==> config.mk <==
export PLATFORM = sky130hd
export DESIGN_NAME = adaptive_deadline_poll_throttle_core
export DESIGN_NICKNAME = d
export VERILOG_FILES = /design/src/rtl/adpt_pkg.sv /design/src/rtl/adpt_mul.sv /design/src/rtl/adpt_div.sv /design/src/rtl/adaptive_deadline_poll_throttle_core.sv
export SDC_FILE = /design/constraint.sdc
export NUM_CORES = 2
export LEC_CHECK = 0
export BUFFER_PORTS_ARGS = -buffer_cell sky130_fd_sc_hd__buf_2
export CORE_MARGIN = 1
export CORE_UTILIZATION = 61
export CTS_BUF_LIST = sky130_fd_sc_hd__clkbuf_8 sky130_fd_sc_hd__clkbuf_16
export DETAILED_ROUTE_END_ITERATION = 12
export PLACE_DENSITY = 0.82
export SYNTH_ARGS = -nofsm -noshare
export SYNTH_HDL_FRONTEND = slang
export SYNTH_SLANG_ARGS = --single-unit
export TNS_END_PERCENT = 30
==> constraint.sdc <==
create_clock -name aclk -period 21 [get_ports aclk]
set_input_delay 1.05 -clock aclk [delete_from_list [all_inputs] [get_ports aclk]]
set_output_delay 1.05 -clock aclk [all_outputs]
set_load 0.03 [all_outputs]
==> src/rtl/adpt_pkg.sv <==
`timescale 1ns / 1ps
`default_nettype none
// ----------------------------------------------------------------------------
// adpt_pkg: shared types and constants
// Widths, register indexes and FSM states of the adaptive deadline throttle.
// ----------------------------------------------------------------------------
package adpt_pkg;

    localparam int TIME_W    = 48;           // time ticks and work counts
    localparam int IVL_W     = 17;           // interval, 1 .. MAX_IVL
    localparam int VAR_W     = 9;            // variability register
    localparam int VI_W      = VAR_W + IVL_W; // variability * interval
    localparam int PROD_W    = VI_W + TIME_W; // exact product before saturation
    localparam int EST_W     = 64;           // saturated product and estimate
    localparam int ADDR_W    = 5;
    localparam int DATA_W    = 64;

    localparam int MUL_STEPS = VI_W;
    localparam int MUL_CNT_W = $clog2(MUL_STEPS);
    localparam int DIV_STEPS = EST_W;
    localparam int DIV_CNT_W = $clog2(DIV_STEPS);

    localparam logic [IVL_W-1:0] MAX_IVL     = IVL_W'(65536);
    localparam logic [TIME_W-1:0] SLIDE_LIMIT = TIME_W'(15);
    localparam logic [EST_W-1:0] EST_FLOOR   = EST_W'(100000);
    localparam logic [VAR_W-1:0] VAR_RESET   = VAR_W'(64);

    localparam logic [1:0] REG_DEADLINE  = 2'd0;
    localparam logic [1:0] REG_MARGIN    = 2'd1;
    localparam logic [1:0] REG_VARIAB    = 2'd2;
    localparam logic [1:0] REG_UNLIMITED = 2'd3;

    typedef enum logic [2:0] {
        ST_IDLE,
        ST_CHECK,
        ST_PREP,
        ST_MUL,
        ST_DIV,
        ST_DECIDE,
        ST_HALVE,
        ST_OUT
    } adpt_state_t;

endpackage
`default_nettype wire

==> src/rtl/adpt_mul.sv <==
`timescale 1ns / 1ps
`default_nettype none
// ----------------------------------------------------------------------------
// adpt_mul: bit-serial saturating multiplier
// Shift-add over the multiplier bits, LSB first, one bit per cycle.
// ----------------------------------------------------------------------------
module adpt_mul
    import adpt_pkg::*;
(
    input  wire logic              aclk,
    input  wire logic              aresetn,
    input  wire logic              start,
    input  wire logic [VI_W-1:0]   a,
    input  wire logic [TIME_W-1:0] b,
    output logic                   done,
    output logic [EST_W-1:0]       prod
);

    logic [TIME_W-1:0]    hi_reg, hi_next;
    logic [VI_W-1:0]      lo_reg, lo_next;
    logic [TIME_W-1:0]    b_reg, b_next;
    logic [MUL_CNT_W-1:0] cnt_reg, cnt_next;
    logic                 busy_reg, busy_next;
    logic                 done_reg, done_next;
    logic [TIME_W:0]      sum;
    logic [PROD_W-1:0]    full;

    assign sum  = {1'b0, hi_reg} + (lo_reg[0] ? {1'b0, b_reg} : {(TIME_W+1){1'b0}});
    assign full = {hi_reg, lo_reg};
    // anything above 64 bits saturates
    assign prod = (|full[PROD_W-1:EST_W]) ? {EST_W{1'b1}} : full[EST_W-1:0];
    assign done = done_reg;

    always_comb begin
        hi_next   = hi_reg;
        lo_next   = lo_reg;
        b_next    = b_reg;
        cnt_next  = cnt_reg;
        busy_next = busy_reg;
        done_next = 1'b0;
        if (start) begin
            hi_next   = '0;
            lo_next   = a;
            b_next    = b;
            cnt_next  = '0;
            busy_next = 1'b1;
        end else if (busy_reg) begin
            hi_next  = sum[TIME_W:1];
            lo_next  = {sum[0], lo_reg[VI_W-1:1]};
            cnt_next = cnt_reg + 1'b1;
            if (cnt_reg == MUL_CNT_W'(MUL_STEPS - 1)) begin
                busy_next = 1'b0;
                done_next = 1'b1;
            end
        end
    end

    always_ff @(posedge aclk) begin
        if (!aresetn) begin
            busy_reg <= 1'b0;
            done_reg <= 1'b0;
            cnt_reg  <= '0;
        end else begin
            busy_reg <= busy_next;
            done_reg <= done_next;
            cnt_reg  <= cnt_next;
        end
    end

    always_ff @(posedge aclk) begin
        hi_reg <= hi_next;
        lo_reg <= lo_next;
        b_reg  <= b_next;
    end

endmodule
`default_nettype wire

==> src/rtl/adpt_div.sv <==
`timescale 1ns / 1ps
`default_nettype none
// ----------------------------------------------------------------------------
// adpt_div: bit-serial restoring divider
// One quotient bit per cycle, MSB first; divisor must be nonzero.
// ----------------------------------------------------------------------------
module adpt_div
    import adpt_pkg::*;
(
    input  wire logic              aclk,
    input  wire logic              aresetn,
    input  wire logic              start,
    input  wire logic [EST_W-1:0]  dividend,
    input  wire logic [TIME_W-1:0] divisor,
    output logic                   done,
    output logic [EST_W-1:0]       quot
);

    logic [EST_W-1:0]     q_reg, q_next;
    logic [TIME_W-1:0]    r_reg, r_next;
    logic [TIME_W-1:0]    d_reg, d_next;
    logic [DIV_CNT_W-1:0] cnt_reg, cnt_next;
    logic                 busy_reg, busy_next;
    logic                 done_reg, done_next;
    logic [TIME_W:0]      trial;
    logic [TIME_W:0]      diff;
    logic                 ge;

    assign trial = {r_reg, q_reg[EST_W-1]};
    assign ge    = trial >= {1'b0, d_reg};
    assign diff  = trial - {1'b0, d_reg};
    assign quot  = q_reg;
    assign done  = done_reg;

    always_comb begin
        q_next    = q_reg;
        r_next    = r_reg;
        d_next    = d_reg;
        cnt_next  = cnt_reg;
        busy_next = busy_reg;
        done_next = 1'b0;
        if (start) begin
            q_next    = dividend;
            r_next    = '0;
            d_next    = divisor;
            cnt_next  = '0;
            busy_next = 1'b1;
        end else if (busy_reg) begin
            // partial remainder stays below the divisor
            r_next   = ge ? diff[TIME_W-1:0] : trial[TIME_W-1:0];
            q_next   = {q_reg[EST_W-2:0], ge};
            cnt_next = cnt_reg + 1'b1;
            if (cnt_reg == DIV_CNT_W'(DIV_STEPS - 1)) begin
                busy_next = 1'b0;
                done_next = 1'b1;
            end
        end
    end

    always_ff @(posedge aclk) begin
        if (!aresetn) begin
            busy_reg <= 1'b0;
            done_reg <= 1'b0;
            cnt_reg  <= '0;
        end else begin
            busy_reg <= busy_next;
            done_reg <= done_next;
            cnt_reg  <= cnt_next;
        end
    end

    always_ff @(posedge aclk) begin
        q_reg <= q_next;
        r_reg <= r_next;
        d_reg <= d_next;
    end

endmodule
`default_nettype wire

==> src/rtl/adaptive_deadline_poll_throttle_core.sv <==
`timescale 1ns / 1ps
`default_nettype none
// ----------------------------------------------------------------------------
// adaptive_deadline_poll_throttle_core: poll interval throttle with deadline
// Decides how many work units software may run before it polls again, and
// whether the deadline has passed.
// ----------------------------------------------------------------------------
// One request is handled at a time. A new-loop command and a request in
// unlimited mode go from idle straight to the output state; a check that finds
// the deadline passed goes through the check state first. A regular check runs
// check, prep, the bit-serial multiplier (variability * interval * elapsed),
// the bit-serial divider (one quotient bit per cycle), decide and, when needed,
// interval halving. s_tready is high only while the block is idle;
// the result sits in an output register, so a new request is taken while the
// previous result still waits for m_tready. Registers (APB, 64-bit data,
// 8-byte stride): 0 deadline, 1 deadline_margin, 2 variability, 3 unlimited.
// Write them only while the block is idle.
// ----------------------------------------------------------------------------
module adaptive_deadline_poll_throttle_core
    import adpt_pkg::*;
(
    input  wire logic              aclk,
    input  wire logic              aresetn,
    // request channel
    input  wire logic              s_tvalid,
    output logic                   s_tready,
    input  wire logic [47:0]       s_tdata,   // [47:0] now
    input  wire logic              s_tuser,   // [0] command (1 = new loop)
    // result channel
    output logic                   m_tvalid,
    input  wire logic              m_tready,
    output logic [23:0]            m_tdata,   // [16:0] next_interval, rest zero
    output logic                   m_tuser,   // [0] timed_out
    // configuration
    input  wire logic              psel,
    input  wire logic              penable,
    input  wire logic              pwrite,
    input  wire logic [ADDR_W-1:0] paddr,
    input  wire logic [DATA_W-1:0] pwdata,
    output logic [DATA_W-1:0]      prdata,
    output logic                   pready
);

    // configuration registers
    logic [TIME_W-1:0] deadline_reg, deadline_next;
    logic [TIME_W-1:0] margin_reg, margin_next;
    logic [VAR_W-1:0]  var_reg, var_next;
    logic              unl_reg, unl_next;

    // loop state
    logic [TIME_W-1:0] total_reg, total_next;
    logic [TIME_W-1:0] ref_cnt_reg, ref_cnt_next;
    logic [TIME_W-1:0] ref2_cnt_reg, ref2_cnt_next;
    logic [TIME_W-1:0] ref_time_reg, ref_time_next;
    logic [TIME_W-1:0] ref2_time_reg, ref2_time_next;
    logic [IVL_W-1:0]  ivl_reg, ivl_next;

    // per-request working registers
    adpt_state_t       state_reg, state_next;
    logic [TIME_W-1:0] now_reg, now_next;
    logic [TIME_W-1:0] cnt_reg, cnt_next;
    logic [TIME_W-1:0] rem_reg, rem_next;
    logic              rem_neg_reg, rem_neg_next;
    logic [EST_W-1:0]  est_reg, est_next;
    logic              timed_reg, timed_next;

    // output register
    logic              m_tvalid_reg, m_tvalid_next;
    logic              m_timed_reg, m_timed_next;
    logic [IVL_W-1:0]  m_ivl_reg, m_ivl_next;

    // datapath
    logic [TIME_W-1:0] cnt_diff;
    logic [TIME_W-1:0] elapsed;
    logic [VI_W-1:0]   vi;
    logic [TIME_W-1:0] rem_m1;
    logic [IVL_W:0]    ivl_dbl;
    logic              cfg_wr;
    logic              mul_start, mul_done;
    logic [EST_W-1:0]  mul_prod;
    logic              div_start, div_done;
    logic [EST_W-1:0]  div_quot;

    assign cnt_diff = total_reg - ref_cnt_reg;
    // time running backward counts as no elapsed time
    assign elapsed  = (now_reg >= ref_time_reg) ? now_reg - ref_time_reg : '0;
    assign vi       = VI_W'(var_reg) * VI_W'(ivl_reg);
    assign rem_m1   = rem_reg - 1'b1;
    assign ivl_dbl  = {ivl_reg, 1'b0};
    assign cfg_wr   = psel && penable && pwrite;

    assign s_tready = (state_reg == ST_IDLE);
    assign m_tvalid = m_tvalid_reg;
    assign m_tuser  = m_timed_reg;
    assign m_tdata  = {{(24 - IVL_W){1'b0}}, m_ivl_reg};
    assign pready   = 1'b1;

    always_comb begin
        case (paddr[4:3])
            REG_DEADLINE:  prdata = {{(DATA_W - TIME_W){1'b0}}, deadline_reg};
            REG_MARGIN:    prdata = {{(DATA_W - TIME_W){1'b0}}, margin_reg};
            REG_VARIAB:    prdata = {{(DATA_W - VAR_W){1'b0}}, var_reg};
            REG_UNLIMITED: prdata = {{(DATA_W - 1){1'b0}}, unl_reg};
            default:       prdata = '0;
        endcase
    end

    adpt_mul u_mul (
        .aclk    (aclk),
        .aresetn (aresetn),
        .start   (mul_start),
        .a       (vi),
        .b       (elapsed),
        .done    (mul_done),
        .prod    (mul_prod)
    );

    adpt_div u_div (
        .aclk     (aclk),
        .aresetn  (aresetn),
        .start    (div_start),
        .dividend (mul_prod),
        .divisor  (cnt_reg),
        .done     (div_done),
        .quot     (div_quot)
    );

    // control FSM and next-state logic
    always_comb begin
        deadline_next  = deadline_reg;
        margin_next    = margin_reg;
        var_next       = var_reg;
        unl_next       = unl_reg;
        total_next     = total_reg;
        ref_cnt_next   = ref_cnt_reg;
        ref2_cnt_next  = ref2_cnt_reg;
        ref_time_next  = ref_time_reg;
        ref2_time_next = ref2_time_reg;
        ivl_next       = ivl_reg;
        state_next     = state_reg;
        now_next       = now_reg;
        cnt_next       = cnt_reg;
        rem_next       = rem_reg;
        rem_neg_next   = rem_neg_reg;
        est_next       = est_reg;
        timed_next     = timed_reg;
        m_tvalid_next  = m_tvalid_reg;
        m_timed_next   = m_timed_reg;
        m_ivl_next     = m_ivl_reg;
        mul_start      = 1'b0;
        div_start      = 1'b0;

        if (cfg_wr) begin
            case (paddr[4:3])
                REG_DEADLINE:  deadline_next = pwdata[TIME_W-1:0];
                REG_MARGIN:    margin_next   = pwdata[TIME_W-1:0];
                REG_VARIAB:    var_next      = pwdata[VAR_W-1:0];
                REG_UNLIMITED: unl_next      = pwdata[0];
                default:       ;
            endcase
        end

        if (m_tvalid_reg && m_tready) begin
            m_tvalid_next = 1'b0;
        end

        case (state_reg)
            ST_IDLE: begin
                if (s_tvalid) begin
                    now_next   = s_tdata;
                    timed_next = 1'b0;
                    if (unl_reg) begin
                        // state untouched, report current interval
                        state_next = ST_OUT;
                    end else if (s_tuser) begin
                        // new loop: interval back to 1, rebase both references
                        ivl_next       = IVL_W'(1);
                        ref_cnt_next   = total_reg;
                        ref2_cnt_next  = total_reg;
                        ref_time_next  = s_tdata;
                        ref2_time_next = s_tdata;
                        state_next     = ST_OUT;
                    end else begin
                        total_next = total_reg + TIME_W'(ivl_reg);
                        state_next = ST_CHECK;
                    end
                end
            end
            ST_CHECK: begin
                if (now_reg > deadline_reg) begin
                    timed_next = 1'b1;
                    state_next = ST_OUT;
                end else begin
                    // slide the reference window once more than 15 counts passed since the last slide
                    if ((total_reg - ref2_cnt_reg) > SLIDE_LIMIT) begin
                        ref_cnt_next   = ref2_cnt_reg;
                        ref_time_next  = ref2_time_reg;
                        ref2_cnt_next  = total_reg;
                        ref2_time_next = now_reg;
                    end
                    state_next = ST_PREP;
                end
            end
            ST_PREP: begin
                mul_start    = 1'b1;
                cnt_next     = (cnt_diff == '0) ? TIME_W'(1) : cnt_diff;
                rem_neg_next = margin_reg < now_reg;
                rem_next     = (margin_reg < now_reg) ? '0 : margin_reg - now_reg;
                state_next   = ST_MUL;
            end
            ST_MUL: begin
                if (mul_done) begin
                    div_start  = 1'b1;
                    state_next = ST_DIV;
                end
            end
            ST_DIV: begin
                if (div_done) begin
                    est_next   = div_quot;
                    state_next = ST_DECIDE;
                end
            end
            ST_DECIDE: begin
                // double when 4*est < remaining margin
                if (!rem_neg_reg && (rem_reg != '0) &&
                    (est_reg <= EST_W'(rem_m1 >> 2))) begin
                    if (ivl_reg < MAX_IVL) begin
                        ivl_next = (ivl_dbl > {1'b0, MAX_IVL}) ? MAX_IVL
                                                                : ivl_dbl[IVL_W-1:0];
                    end
                    state_next = ST_OUT;
                end else if (rem_neg_reg || (est_reg > EST_W'(rem_reg))) begin
                    state_next = ST_HALVE;
                end else begin
                    state_next = ST_OUT;
                end
            end
            ST_HALVE: begin
                if ((est_reg > EST_FLOOR) &&
                    (rem_neg_reg || (est_reg > EST_W'(rem_reg))) &&
                    (ivl_reg > IVL_W'(1))) begin
                    est_next = est_reg >> 1;
                    ivl_next = ivl_reg >> 1;
                end else begin
                    state_next = ST_OUT;
                end
            end
            ST_OUT: begin
                if (!m_tvalid_reg || m_tready) begin
                    m_tvalid_next = 1'b1;
                    m_timed_next  = timed_reg;
                    m_ivl_next    = ivl_reg;
                    state_next    = ST_IDLE;
                end
            end
            default: begin
                state_next = ST_IDLE;
            end
        endcase
    end

    always_ff @(posedge aclk) begin
        if (!aresetn) begin
            state_reg     <= ST_IDLE;
            m_tvalid_reg  <= 1'b0;
            deadline_reg  <= '0;
            margin_reg    <= '0;
            var_reg       <= VAR_RESET;
            unl_reg       <= 1'b0;
            total_reg     <= '0;
            ref_cnt_reg   <= '0;
            ref2_cnt_reg  <= '0;
            ref_time_reg  <= '0;
            ref2_time_reg <= '0;
            ivl_reg       <= IVL_W'(1);
        end else begin
            state_reg     <= state_next;
            m_tvalid_reg  <= m_tvalid_next;
            deadline_reg  <= deadline_next;
            margin_reg    <= margin_next;
            var_reg       <= var_next;
            unl_reg       <= unl_next;
            total_reg     <= total_next;
            ref_cnt_reg   <= ref_cnt_next;
            ref2_cnt_reg  <= ref2_cnt_next;
            ref_time_reg  <= ref_time_next;
            ref2_time_reg <= ref2_time_next;
            ivl_reg       <= ivl_next;
        end
    end

    always_ff @(posedge aclk) begin
        now_reg     <= now_next;
        cnt_reg     <= cnt_next;
        rem_reg     <= rem_next;
        rem_neg_reg <= rem_neg_next;
        est_reg     <= est_next;
        timed_reg   <= timed_next;
        m_timed_reg <= m_timed_next;
        m_ivl_reg   <= m_ivl_next;
    end

    // interval stays in 1 .. MAX_IVL
    a_ivl_range: assert property (@(posedge aclk) disable iff (!aresetn)
        (ivl_reg != '0) && (ivl_reg <= MAX_IVL))
        else $error("interval out of range");

    // one request at a time: no new request right after one is taken
    a_one_at_a_time: assert property (@(posedge aclk) disable iff (!aresetn)
        (s_tvalid && s_tready) |=> !s_tready)
        else $error("request taken while busy");

    // divider never sees a zero divisor
    a_div_nonzero: assert property (@(posedge aclk) disable iff (!aresetn)
        div_start |-> (cnt_reg != '0))
        else $error("zero divisor");

    // serial units report done only while the FSM waits for them
    a_done_state: assert property (@(posedge aclk) disable iff (!aresetn)
        (mul_done |-> (state_reg == ST_MUL)) and (div_done |-> (state_reg == ST_DIV)))
        else $error("unit done outside its wait state");

endmodule
`default_nettype wire

==> impl_metrics.tcl <==
set metrics [dict create \
    status "finished clean" \
    syn-cell-area_sq_um 59500 \
    grt_use_total_pct 33.5 \
    synth.largest_area_cell "edfxtp_1" \
    vias_per_cell 6.31 \
    postRouteWirelength_um 169000 \
    skew_ps 38.4 \
    initial_core_util_pct 61.6 \
    ys_ff_latch 892 \
    drt_pass1_iterations 8 \
    period_minus_slack_ps 7050 \
    clk_pin_slew_ps 70 \
    cts_resized 0 \
    core-area_sq_um 96700 \
    drtAntennaViolNets 0 \
    power_w 0.00796 \
    cts-root-buf "clkbuf_16" \
    fin_setup_tns_ps 0 \
    power_density_nw_per_um2 124 \
    grt_util_met3_pct 8.13 \
    cts_tree "yes" \
    grt_pass1_vias 46800 \
    rsz0062_at_grt "false" \
    use_met2_pct 49.3 \
    crit_path_max_fanout 32 \
    p_leak_nw 26.9 \
    htree_num_levels 3 \
    yosysWarnings 0 \
    grt_use_met1_pct 48.7 \
    reg2regPathDepth 25 \
    cp_data_required_time_ps 21540 \
    whs_path_depth 0 \
    routabilityCongestion 1.02 \
    setup_violations 0 \
    grt_remaining_overflow 0 \
    antenna_found_initial 14 \
    busiest_layer "met2" \
    max_freq_mhz 142 \
    cts.sinks 892 \
    synth_cell_types 90 \
    synth_area_leaders "edfxtp_1 (21%), dfxtp_1 (16%), ha_1 (10%), nand2_1 (5.4%), a21oi_1 (4.5%)" \
    synth_fa_ha_area_share_pct 14.2 \
    synth_xor_area_share_pct 4.61 \
    arrival_ps 7590 \
    grt_pass1_wl_um 261000 \
    worst_slew_pin_slew_ps 1270 \
    ios 217 \
    criticalPathCategory "reg -> reg" \
    die_x_um 314 \
    maxSlewHeadroom_pct 14.2 \
    hold_viol 0 \
    end_kind "register" \
    drive_above_1_share_pct 7.36 \
    nFillCells 7659 \
    max-vdd-ir-drop_mv 0.130 \
    die_y_um 314 \
    synth_top_family_by_area "compound AO/OA/AOI/OAI gates" \
    hold_buffers 0 \
    die_area_sq_um 98800 \
    hp-class "reg -> reg" \
    avgSynthCellArea_sq_um 8.83 \
    finalCritPeriodShare_pct 33.6 \
    cap_violations 0 \
    drc_errors 0 \
    vias 51100 \
    cp-start-kind "register" \
    synth_top_area_share_pct 20.9 \
    synthArstFlopShare_pct 0 \
    hpwlAfterDp_um 124000 \
    synthSimpleGateAreaFrac_pct 17.0 \
    synth_compound_area_share_pct 18.6 \
    drv_slew 0 \
    synth_edf_count 414 \
    rows 114 \
    ys.flop_type "dfxtp_1" \
    nets 7474 \
    cts_buffers 94 \
    cts_buffer_depth 3 \
    port_buffers 173 \
    routedWlPerCell_um 20.8 \
    ys_seq_area_share_pct 37.0 \
    grt_max_degree 233 \
    clk_latency_ps 710 \
    drt-initial-drc-count 5655 \
    cts_setup_buffers 0 \
    synthMuxAreaShare_pct 3.05 \
    area_growth_pct 7.98 \
    syn_inst 6743 \
]
worst max-delay path, stage by stage, from the launching register on:
cell,delay (ps)
edfxtp_1,480
nor4_4,530
nand4_4,210
nor4_4,340
nand2_1,150
nor3_1,380
nand3_1,230
nor2_1,270
nand2_1,150
nor3_1,350
nand3_1,230
nor4_1,530
xnor2_1,150
ha_1,310
nand4_1,120
nor2_1,150
nand3_1,100
or3_1,390
or2_2,310
o221ai_1,180
o31ai_1,110
a2bb2oi_1,420
nor4_1,110
o21a_4,390
nor2_1,210
a211oi_2,70
where the power goes:
group          internal [W]  total (W)  switching, W
combinational       0.00129    0.00359       0.00230
sequential          0.00232    0.00267      0.000343
clock              0.000961    0.00170      0.000737
layer usage:
metal	share of wire, %	wire, um
met2	42	71400
met5	0.13	214
met3	12	19700
met4	2.8	4800
met1	43	72600
Yosys cell counts (all sizes together), types with 113 or more instances:
library cell / instances
nand2: 853
nor2: 608
a21oi: 532
inv: 524
ha: 494
dfxtp: 478
edfxtp: 414
o21ai: 286
clkbuf: 270
a21o: 205
xnor2: 181
a311oi: 149
xor2: 132
nand3: 131
and2: 117
fa: 113
placed cells by master (no fill, tap or decap), types with 16 or more instances in the layout:
cell,count
a211oi_1,46
a21o_1,205
a21oi_1,531
a22oi_1,18
a311oi_1,149
a31oi_1,50
and2_1,116
and3_1,41
buf_2,173
buf_4,41
clkbuf_16,94
clkinv_2,16
conb_1,24
dfxtp_1,476
edfxtp_1,414
fa_1,113
ha_1,494
inv_1,542
mux2_2,67
mux2i_1,104
nand2_1,853
nand2b_1,53
nand3_1,131
nand4_1,95
nor2_1,607
nor2b_1,70
nor3_1,89
nor4_1,42
o211ai_1,21
o21a_1,53
o21ai_0,283
o21bai_1,41
o22a_1,64
o31ai_1,70
or3_1,27
xnor2_1,181
xor2_1,132
metrics by stage:
| stage | worst slack (ps) | hold WS, ps | util, % | instances | area [sq um] |
|---|---|---|---|---|---|
| after floorplan | 14310 | 400 | - | 6765 | 59600 |
| after global placement | 14330 | 402 | 63.2 | 7922 | 61100 |
| after detailed placement | 14200 | 405 | 63.2 | 7922 | 61100 |
| after CTS | 14080 | 416 | 66.4 | 8099 | 64300 |
| after global routing | 13410 | 426 | 66.5 | 8101 | 64300 |
| final | 13950 | 417 | 66.5 | 8106 | 64300 |
worst paths after layout:
path                          to  slack (ps)  startpoint
hold / removal    u_div.d_reg[0]         420  cnt_reg[0]
setup / recovery      ivl_reg[6]       13950  rem_reg[1]
hold reg to reg   u_div.d_reg[0]         420  cnt_reg[0]
setup reg to reg      ivl_reg[6]       13950  rem_reg[1]
kinds of logic (layout without fill, tap and decap cells):
family          after synthesis  in the layout
flops                       892            892
fa+ha+maj                   607            607
simple gates               2212           2212
xor+xnor                    313            313
buf+inv                     858            916
compound gates             1687           1687
mux                         172            172
other cells                   2             31
cell type report:
cell class	count	area, sq um	share of cell area [%]
antenna	7	17.5	0.0273
clock inverter	75	667	1.04
timing repair buffer	215	1190	1.86
multi-input combinational	5015	34400	53.4
inverter	524	1980	3.09
clock buffer	102	2460	3.83
tap	1276	1600	2.48
sequential	892	22000	34.2
No activity file was read; power rests on OpenSTA's default activity.
